File: config.mk
export PLATFORM = sky130hd
export DESIGN_NAME = ir_pulse_distance_command_matcher_unit
export DESIGN_NICKNAME = d
export VERILOG_FILES = /design/src/rtl/irpd_pkg.sv /design/src/rtl/irpd_cfg_regs.sv /design/src/rtl/irpd_step.sv /design/src/rtl/ir_pulse_distance_command_matcher_unit.sv
export SDC_FILE = /design/constraint.sdc
export NUM_CORES = 1
export LEC_CHECK = 0
export BUFFER_PORTS_ARGS = -buffer_cell sky130_fd_sc_hd__buf_2
export CAP_MARGIN = 10
export CORE_MARGIN = 3
export CORE_UTILIZATION = 50
export CTS_CLUSTER_DIAMETER = 200
export DETAILED_ROUTE_END_ITERATION = 8
export HOLD_SLACK_MARGIN = 0.1
export PLACE_DENSITY = 0.8
export SLEW_MARGIN = 20
export SYNTH_ARGS = -nofsm -noshare
export SYNTH_HDL_FRONTEND = slang
export SYNTH_HIERARCHICAL = 1
export SYNTH_SLANG_ARGS = --single-unit
File: constraint.sdc
create_clock -name i_clk -period 5.65 [get_ports i_clk]
set_input_delay 0.565 -clock i_clk [delete_from_list [all_inputs] [get_ports i_clk]]
set_output_delay 0.565 -clock i_clk [all_outputs]
set_load 0.01 [all_outputs]
File: src/rtl/irpd_pkg.sv
// shared types and constants for the pulse-distance command matcher
package irpd_pkg;

    localparam int CODE_W   = 7;
    localparam int TICK_W   = 16;
    localparam int BITS_W   = 3;
    localparam int CFG_IDX_W = 3;
    localparam int CFG_DATA_W = 16;

    localparam logic [CODE_W-1:0] RST_TARGET_CODE = 7'h5E;
    localparam logic [TICK_W-1:0] RST_START_LOW   = 16'd740;
    localparam logic [TICK_W-1:0] RST_START_HIGH  = 16'd760;
    localparam logic [TICK_W-1:0] RST_ONE_LOW     = 16'd440;
    localparam logic [TICK_W-1:0] RST_ONE_HIGH    = 16'd460;
    localparam logic [TICK_W-1:0] RST_HOLD_TICKS  = 16'd39063;
    localparam logic [BITS_W-1:0] BITS_PER_CODE   = 3'd7;

    typedef enum logic [CFG_IDX_W-1:0] {
        CFG_TARGET_CODE = 3'd0,
        CFG_START_LOW   = 3'd1,
        CFG_START_HIGH  = 3'd2,
        CFG_ONE_LOW     = 3'd3,
        CFG_ONE_HIGH    = 3'd4,
        CFG_HOLD_TICKS  = 3'd5
    } t_cfg_index;

    typedef enum logic {
        OP_INTERVAL = 1'b0,
        OP_TICK     = 1'b1
    } t_op;

    typedef struct packed {
        logic [CODE_W-1:0] target_code;
        logic [TICK_W-1:0] start_low;
        logic [TICK_W-1:0] start_high;
        logic [TICK_W-1:0] one_low;
        logic [TICK_W-1:0] one_high;
        logic [TICK_W-1:0] hold_ticks;
    } t_cfg;

    typedef struct packed {
        logic              operation;
        logic [TICK_W-1:0] interval_ticks;
    } t_item;

    typedef struct packed {
        logic              output_on;
        logic              frame_done;
        logic [CODE_W-1:0] received_code;
        logic              code_matched;
    } t_result;

endpackage

File: src/rtl/irpd_cfg_regs.sv
// configuration register file with write-only port
module irpd_cfg_regs (
    input  logic                                i_clk,
    input  logic                                i_rst_n,
    input  logic                                i_cfg_we,
    input  logic [irpd_pkg::CFG_IDX_W-1:0]      i_cfg_index,
    input  logic [irpd_pkg::CFG_DATA_W-1:0]     i_cfg_data,
    output irpd_pkg::t_cfg                      o_cfg
);
    import irpd_pkg::*;

    t_cfg r_cfg;

    always_ff @(posedge i_clk) begin
        if (!i_rst_n) begin
            r_cfg.target_code <= RST_TARGET_CODE;
            r_cfg.start_low   <= RST_START_LOW;
            r_cfg.start_high  <= RST_START_HIGH;
            r_cfg.one_low     <= RST_ONE_LOW;
            r_cfg.one_high    <= RST_ONE_HIGH;
            r_cfg.hold_ticks  <= RST_HOLD_TICKS;
        end else if (i_cfg_we) begin
            case (i_cfg_index)
                CFG_TARGET_CODE: r_cfg.target_code <= i_cfg_data[CODE_W-1:0];
                CFG_START_LOW:   r_cfg.start_low   <= i_cfg_data[TICK_W-1:0];
                CFG_START_HIGH:  r_cfg.start_high  <= i_cfg_data[TICK_W-1:0];
                CFG_ONE_LOW:     r_cfg.one_low     <= i_cfg_data[TICK_W-1:0];
                CFG_ONE_HIGH:    r_cfg.one_high    <= i_cfg_data[TICK_W-1:0];
                CFG_HOLD_TICKS:  r_cfg.hold_ticks  <= i_cfg_data[TICK_W-1:0];
                default: begin
                end
            endcase
        end
    end

    assign o_cfg = r_cfg;

endmodule

File: src/rtl/irpd_step.sv
// receiver and hold state with the single-pass update logic
module irpd_step (
    input  logic              i_clk,
    input  logic              i_rst_n,
    input  logic              i_step,
    input  irpd_pkg::t_item   i_item,
    input  irpd_pkg::t_cfg    i_cfg,
    output irpd_pkg::t_result o_result
);
    import irpd_pkg::*;

    logic              r_start_seen;
    logic [BITS_W-1:0] r_bits_left;
    logic [CODE_W-1:0] r_code_shift;
    logic              r_hold_active;
    logic [TICK_W-1:0] r_hold_count;

    logic              n_start_seen;
    logic [BITS_W-1:0] n_bits_left;
    logic [CODE_W-1:0] n_code_shift;
    logic              n_hold_active;
    logic [TICK_W-1:0] n_hold_count;

    logic              start_hit;
    logic              one_hit;
    logic [BITS_W-1:0] pos;
    logic [TICK_W-1:0] count_inc;

    assign start_hit = (i_item.interval_ticks > i_cfg.start_low)
                    && (i_item.interval_ticks < i_cfg.start_high);
    assign one_hit   = (i_item.interval_ticks > i_cfg.one_low)
                    && (i_item.interval_ticks < i_cfg.one_high);
    assign pos       = r_bits_left - 3'd1;
    assign count_inc = r_hold_count + 16'd1;

    always_comb begin
        n_start_seen  = r_start_seen;
        n_bits_left   = r_bits_left;
        n_code_shift  = r_code_shift;
        n_hold_active = r_hold_active;
        n_hold_count  = r_hold_count;
        o_result      = '0;

        if (i_item.operation == OP_INTERVAL) begin
            if (!r_hold_active) begin
                if (!r_start_seen) begin
                    if (start_hit) begin
                        n_start_seen = 1'b1;
                    end
                end else begin
                    n_bits_left = pos;
                    if (one_hit && (pos != 3'd7)) begin
                        n_code_shift = r_code_shift | (7'd1 << pos);
                    end
                    if (pos == '0) begin
                        o_result.frame_done    = 1'b1;
                        o_result.received_code = n_code_shift;
                        o_result.code_matched  = (n_code_shift == i_cfg.target_code);
                        if (n_code_shift == i_cfg.target_code) begin
                            n_hold_active = 1'b1;
                            n_hold_count  = '0;
                        end
                        n_start_seen = 1'b0;
                        n_bits_left  = BITS_PER_CODE;
                        n_code_shift = '0;
                    end
                end
            end
        end else begin
            if (r_hold_active) begin
                n_hold_count = count_inc;
                if (count_inc == i_cfg.hold_ticks) begin
                    n_hold_active = 1'b0;
                    n_hold_count  = '0;
                    n_start_seen  = 1'b0;
                    n_bits_left   = BITS_PER_CODE;
                    n_code_shift  = '0;
                end
            end
        end

        o_result.output_on = n_hold_active;
    end

    always_ff @(posedge i_clk) begin
        if (!i_rst_n) begin
            r_start_seen  <= 1'b0;
            r_bits_left   <= BITS_PER_CODE;
            r_code_shift  <= '0;
            r_hold_active <= 1'b0;
            r_hold_count  <= '0;
        end else if (i_step) begin
            r_start_seen  <= n_start_seen;
            r_bits_left   <= n_bits_left;
            r_code_shift  <= n_code_shift;
            r_hold_active <= n_hold_active;
            r_hold_count  <= n_hold_count;
        end
    end

endmodule

File: src/rtl/ir_pulse_distance_command_matcher_unit.sv
// Pulse-distance infrared command matcher. Each request is either a measured
// interval between falling edges or a timeout tick; every request yields exactly
// one result. A request is taken into an input register; when the output register
// is free, the receiver state is updated by one pass of compare logic and the
// result lands in the output register. A new request is taken every cycle as long
// as the result side keeps draining. The output register
// and input register together let one request wait while a result is stalled.
module ir_pulse_distance_command_matcher_unit (
    input  logic                             i_clk,
    input  logic                             i_rst_n,
    input  logic                             i_cfg_we,
    input  logic [irpd_pkg::CFG_IDX_W-1:0]   i_cfg_index,
    input  logic [irpd_pkg::CFG_DATA_W-1:0]  i_cfg_data,
    input  logic                             i_in_valid,
    output logic                             o_in_stall,
    input  logic                             i_operation,
    input  logic [irpd_pkg::TICK_W-1:0]      i_interval_ticks,
    output logic                             o_out_valid,
    input  logic                             i_out_stall,
    output logic                             o_output_on,
    output logic                             o_frame_done,
    output logic [irpd_pkg::CODE_W-1:0]      o_received_code,
    output logic                             o_code_matched
);
    import irpd_pkg::*;

    t_cfg    cfg;
    t_result result;

    logic    r_in_valid;
    t_item   r_in;
    logic    r_out_valid;
    t_result r_out;

    logic    out_free;
    logic    in_free;
    logic    step;

    assign out_free = !r_out_valid || !i_out_stall;
    assign in_free  = !r_in_valid || out_free;
    assign step     = r_in_valid && out_free;

    irpd_cfg_regs u_cfg_regs (
        .i_clk       (i_clk),
        .i_rst_n     (i_rst_n),
        .i_cfg_we    (i_cfg_we),
        .i_cfg_index (i_cfg_index),
        .i_cfg_data  (i_cfg_data),
        .o_cfg       (cfg)
    );

    irpd_step u_step (
        .i_clk    (i_clk),
        .i_rst_n  (i_rst_n),
        .i_step   (step),
        .i_item   (r_in),
        .i_cfg    (cfg),
        .o_result (result)
    );

    always_ff @(posedge i_clk) begin
        if (!i_rst_n) begin
            r_in_valid  <= 1'b0;
            r_out_valid <= 1'b0;
        end else begin
            if (in_free) begin
                r_in_valid <= i_in_valid;
            end
            if (out_free) begin
                r_out_valid <= r_in_valid;
            end
        end
    end

    always_ff @(posedge i_clk) begin
        if (in_free && i_in_valid) begin
            r_in.operation      <= i_operation;
            r_in.interval_ticks <= i_interval_ticks;
        end
        if (step) begin
            r_out <= result;
        end
    end

    assign o_in_stall      = !in_free;
    assign o_out_valid     = r_out_valid;
    assign o_output_on     = r_out.output_on;
    assign o_frame_done    = r_out.frame_done;
    assign o_received_code = r_out.received_code;
    assign o_code_matched  = r_out.code_matched;

endmodule

==> results.cfg <==
[status]
status = complete, no violations

[clock_network]
cts_sinks = 144
cts_resized = 0
clk_latency_ps = 420
numCtsBuffers = 17
hold_buffers = 0
tritoncts = yes
cts.reportedPaths.clkPinSlew_ps = 60
clockBufferDepth = 2
post-cts-setup-buffer-count = 0
cts_root_buffer = clkbuf_16
cts-htree-levels = 4

[worst_setup_path]
crit_path_start_kind = flip-flop
crit_path_cell_trace = ha_1 > nand4_1 > nor4_1 > o21ai_0 > a31oi_1 > nand3_1 > a2111o_1 > o211ai_2 > o221ai_1
slowest_stage = o211ai_2
critical_path.max_fanout = 15
cp.buffers_inverters = 0
cp.arrival_ps = 3950
crit_family = compound AO/OA/AOI/OAI gates
required_ps = 5930
endpoint_kind = flip-flop
slowest_delay_ps = 630
crit_type = reg -> reg

[layout]
antenna_cells = 0
drive_above_1_share_pct = 10.7
fin_nets = 1024
area_growth_syn_to_layout_pct = 12.4
fin_cells = 1138
n_fill_cell = 1351

[worst_hold_path]
hold_path_class = in -> reg

[timing]
rsz0062_at_grt = no
drv_slew = 0
fin_crit_ps = 3670
worst_pin_slew_ps = 1180
setup_ws_ps = 1980
hold_ws_ps = 313
max_slew_margin_pct = 21.0
max_freq_mhz = 272
finalSetupViolCount = 0
fin_crit_sh_pct = 65.0
fin_tns_setup_ps = 0
skew_ps = 7.52
finalHoldViolCount = 0

[synth]
synth_top_area_share_pct = 28.8
async_reset_ff_share_pct = 0
synth_cells = 876
synth_nets = 986
ys_ff_latch = 144
ys.flop_type = dfxtp_1
ys_seq_area_share_pct = 38.8
synthTopCellsByArea = dfxtp_1 (29%), mux2i_1 (11%), ha_1 (11%)
syn_area_um2 = 8130
synth_area_leader_cell = dfxtp_1
synth-edff-count = 27
ys_warn_count = 6
avgSynthCellArea_um2 = 9.28
synth.distinct_cells = 70

[pwr]
seqPwrFrac_pct = 43.9
comb_power_share_pct = 8.1
peakVddDrop_uv = 279
p_switching_mw = 0.584
p_int_mw = 1.90
power-per-cell-area_nw_per_um2 = 272
power.leakage_nw = 3.98
p_sw_share_pct = 23.5
pwr-share-clk_pct = 48.0

[route]
drt_iter0_markers = 644
ant_nets = 0
route.detailed.drc = 0
drt-pass1-iter-count = 7
wl_per_cell_um = 17.0
drt-total-wl_mm = 19.4
viasPerCell = 5.58
vias = 6352

[place]
dpl.cell_count = 1106
pre_cts_slack_ps = 2050
place_congestion = 0.917
port-buffer-count = 52
dp_hpwl_mm = 13.8

[die]
die_area_um2 = 17800
num_rows = 45
dieWidth_um = 134
initial_core_util_pct = 52.3
die_h_um = 134
ios = 53
core_um2 = 15500

[global_routing]
grt_overflow = 0
grt_pass1_wl_mm = 31.0
grt_usage_pct = 22.0
antenna_found_initial = 0
grt_max_degree = 81
grt_pass1_vias = 6108

[job]
max_cap_viol_count = 0
[worst register-to-register path, delay by kind of cell (launching register included)]
kind	cells	cell delay (ps)
adder cells (fa/ha/maj)	1	350
AND/OR/NAND/NOR	3	780
AO/OA/AOI/OAI	5	1940
flip-flops	1	440
[final timing paths]
| kind | startpoint | to | slack [ps] | depth (start not counted) |
|---|---|---|---|---|
| max reg2reg | r_in[11]$_DFFE_PP_ | u_step/r_hold_count[5]$_SDFFE_PN0P_ | 1980 | 9 |
| min | i_interval_ticks[0] | r_in[0]$_DFFE_PP_ | 310 | 1 |
| min reg2reg | u_cfg_regs/o_cfg[62]$_SDFFE_PN0P_ | u_cfg_regs/o_cfg[62]$_SDFFE_PN0P_ | 460 | 2 |
| max | r_in[11]$_DFFE_PP_ | u_step/r_hold_count[5]$_SDFFE_PN0P_ | 1980 | 9 |
[registers in the layout, indices dropped and copies added (netlist names)]
signal and count:
r_in 17, o_code_matched 1, u_step/r_start_seen 1, u_step/r_code_shift 7, u_cfg_regs/o_cfg 87, o_frame_done 1
r_in_valid 1, o_received_code 7, o_out_valid 1, u_step/r_hold_active 1, u_step/r_hold_count 16, u_step/r_bits_left 3
o_output_on 1
[metrics by stage]
step | cell area (um2) | power, mW | util, %
6_report | 9140 | 2.49 | 58.8
5_1_grt | 9140 | 2.57 | 58.8
4_1_cts | 9140 | 2.50 | 58.8
3_5_place_dp | 8510 | 1.31 | 54.8
3_3_place_gp | 8510 | 1.31 | 54.8
2_1_floorplan | 8130 | 1.24 | -
[layout make-up]
cell class | count | area, um2 | share of cell area, %
Inverter | 92 | 345 | 3.78
Tap cell | 211 | 264 | 2.89
Clock inverter | 14 | 189 | 2.07
Multi-Input combinational cell | 603 | 4460 | 48.8
Clock buffer | 18 | 439 | 4.80
Timing Repair Buffer | 56 | 293 | 3.20
Sequential cell | 144 | 3150 | 34.5
[logic make-up (layout without fill, tap and decap cells)]
group	after synthesis	in the layout	share of synthesized area, %
muxes	91	91	11.2
xor gates and xnor gates	23	23	2.48
and+or+nand+nor	288	288	19.0
buffers and inverters	129	180	6.57
DFF	144	144	38.8
AOI/OAI and AO/OA	132	132	11.4
adders and majority gates	69	69	10.6
[per-layer routing]
layer  part of all wire, %  up-vias  GRT usage, %
li1                      -     3137             -
met1                    46     2959          29.6
met2                    45      218          34.7
met3                   6.4       38          5.29
met4                   2.7        0          7.71
met5                     0        -             0
[cells in the final DEF, fill, tap and decap left out, types with 6 or more instances in the layout]
cell         n
xnor2_1     15
o32a_1       6
dfxtp_1    117
nor2b_1     55
nand3_1     26
inv_1       92
buf_2       51
edfxtp_1    27
o21ai_1     11
o21ai_0     12
ha_1        69
nor2_1      31
nand2b_1     7
mux2i_1     90
xor2_1       8
a21oi_1     33
a21o_1      17
nand4_1     16
nand2_1     98
clkbuf_16   17
o21a_1       6
and3_1       6
[power groups by stage]
stage               Sequential [mW]  Combinational [mW]  Clock [mW]
detailed placement             1.12               0.197           0
finish                         1.09               0.201        1.19
global route                   1.10               0.223        1.25
global placement               1.11               0.193           0
CTS                            1.09               0.199        1.21
floorplan                      1.11               0.133           0
[synthesized netlist by cell type, drive strengths merged, types with 2 or more instances]
cell type / count
nor2b: 56
o221ai: 4
a221oi: 3
nand2b: 7
o21a: 6
nor3b: 2
clkbuf: 15
ha: 69
nand3b: 2
a211oi: 6
and4: 4
a211o: 2
nor2: 31
nor4b: 3
a2111o: 2
o32a: 6
a31oi: 5
nand4: 18
nand3: 27
xor2: 8
inv: 92
buf: 22
and4b: 2
a2111oi: 2
xnor2: 15
nand4bb: 2
o21ai: 23
mux2i: 90
a21oi: 34
dfxtp: 117
and3: 7
a21boi: 2
nand4b: 3
nand2: 98
or3: 5
a222oi: 2
and2: 5
o22ai: 3
nor4: 4
o211ai: 6
nor4bb: 2
nor3: 6
a21o: 17
edfxtp: 27
Power figures use the tool's default switching activity.
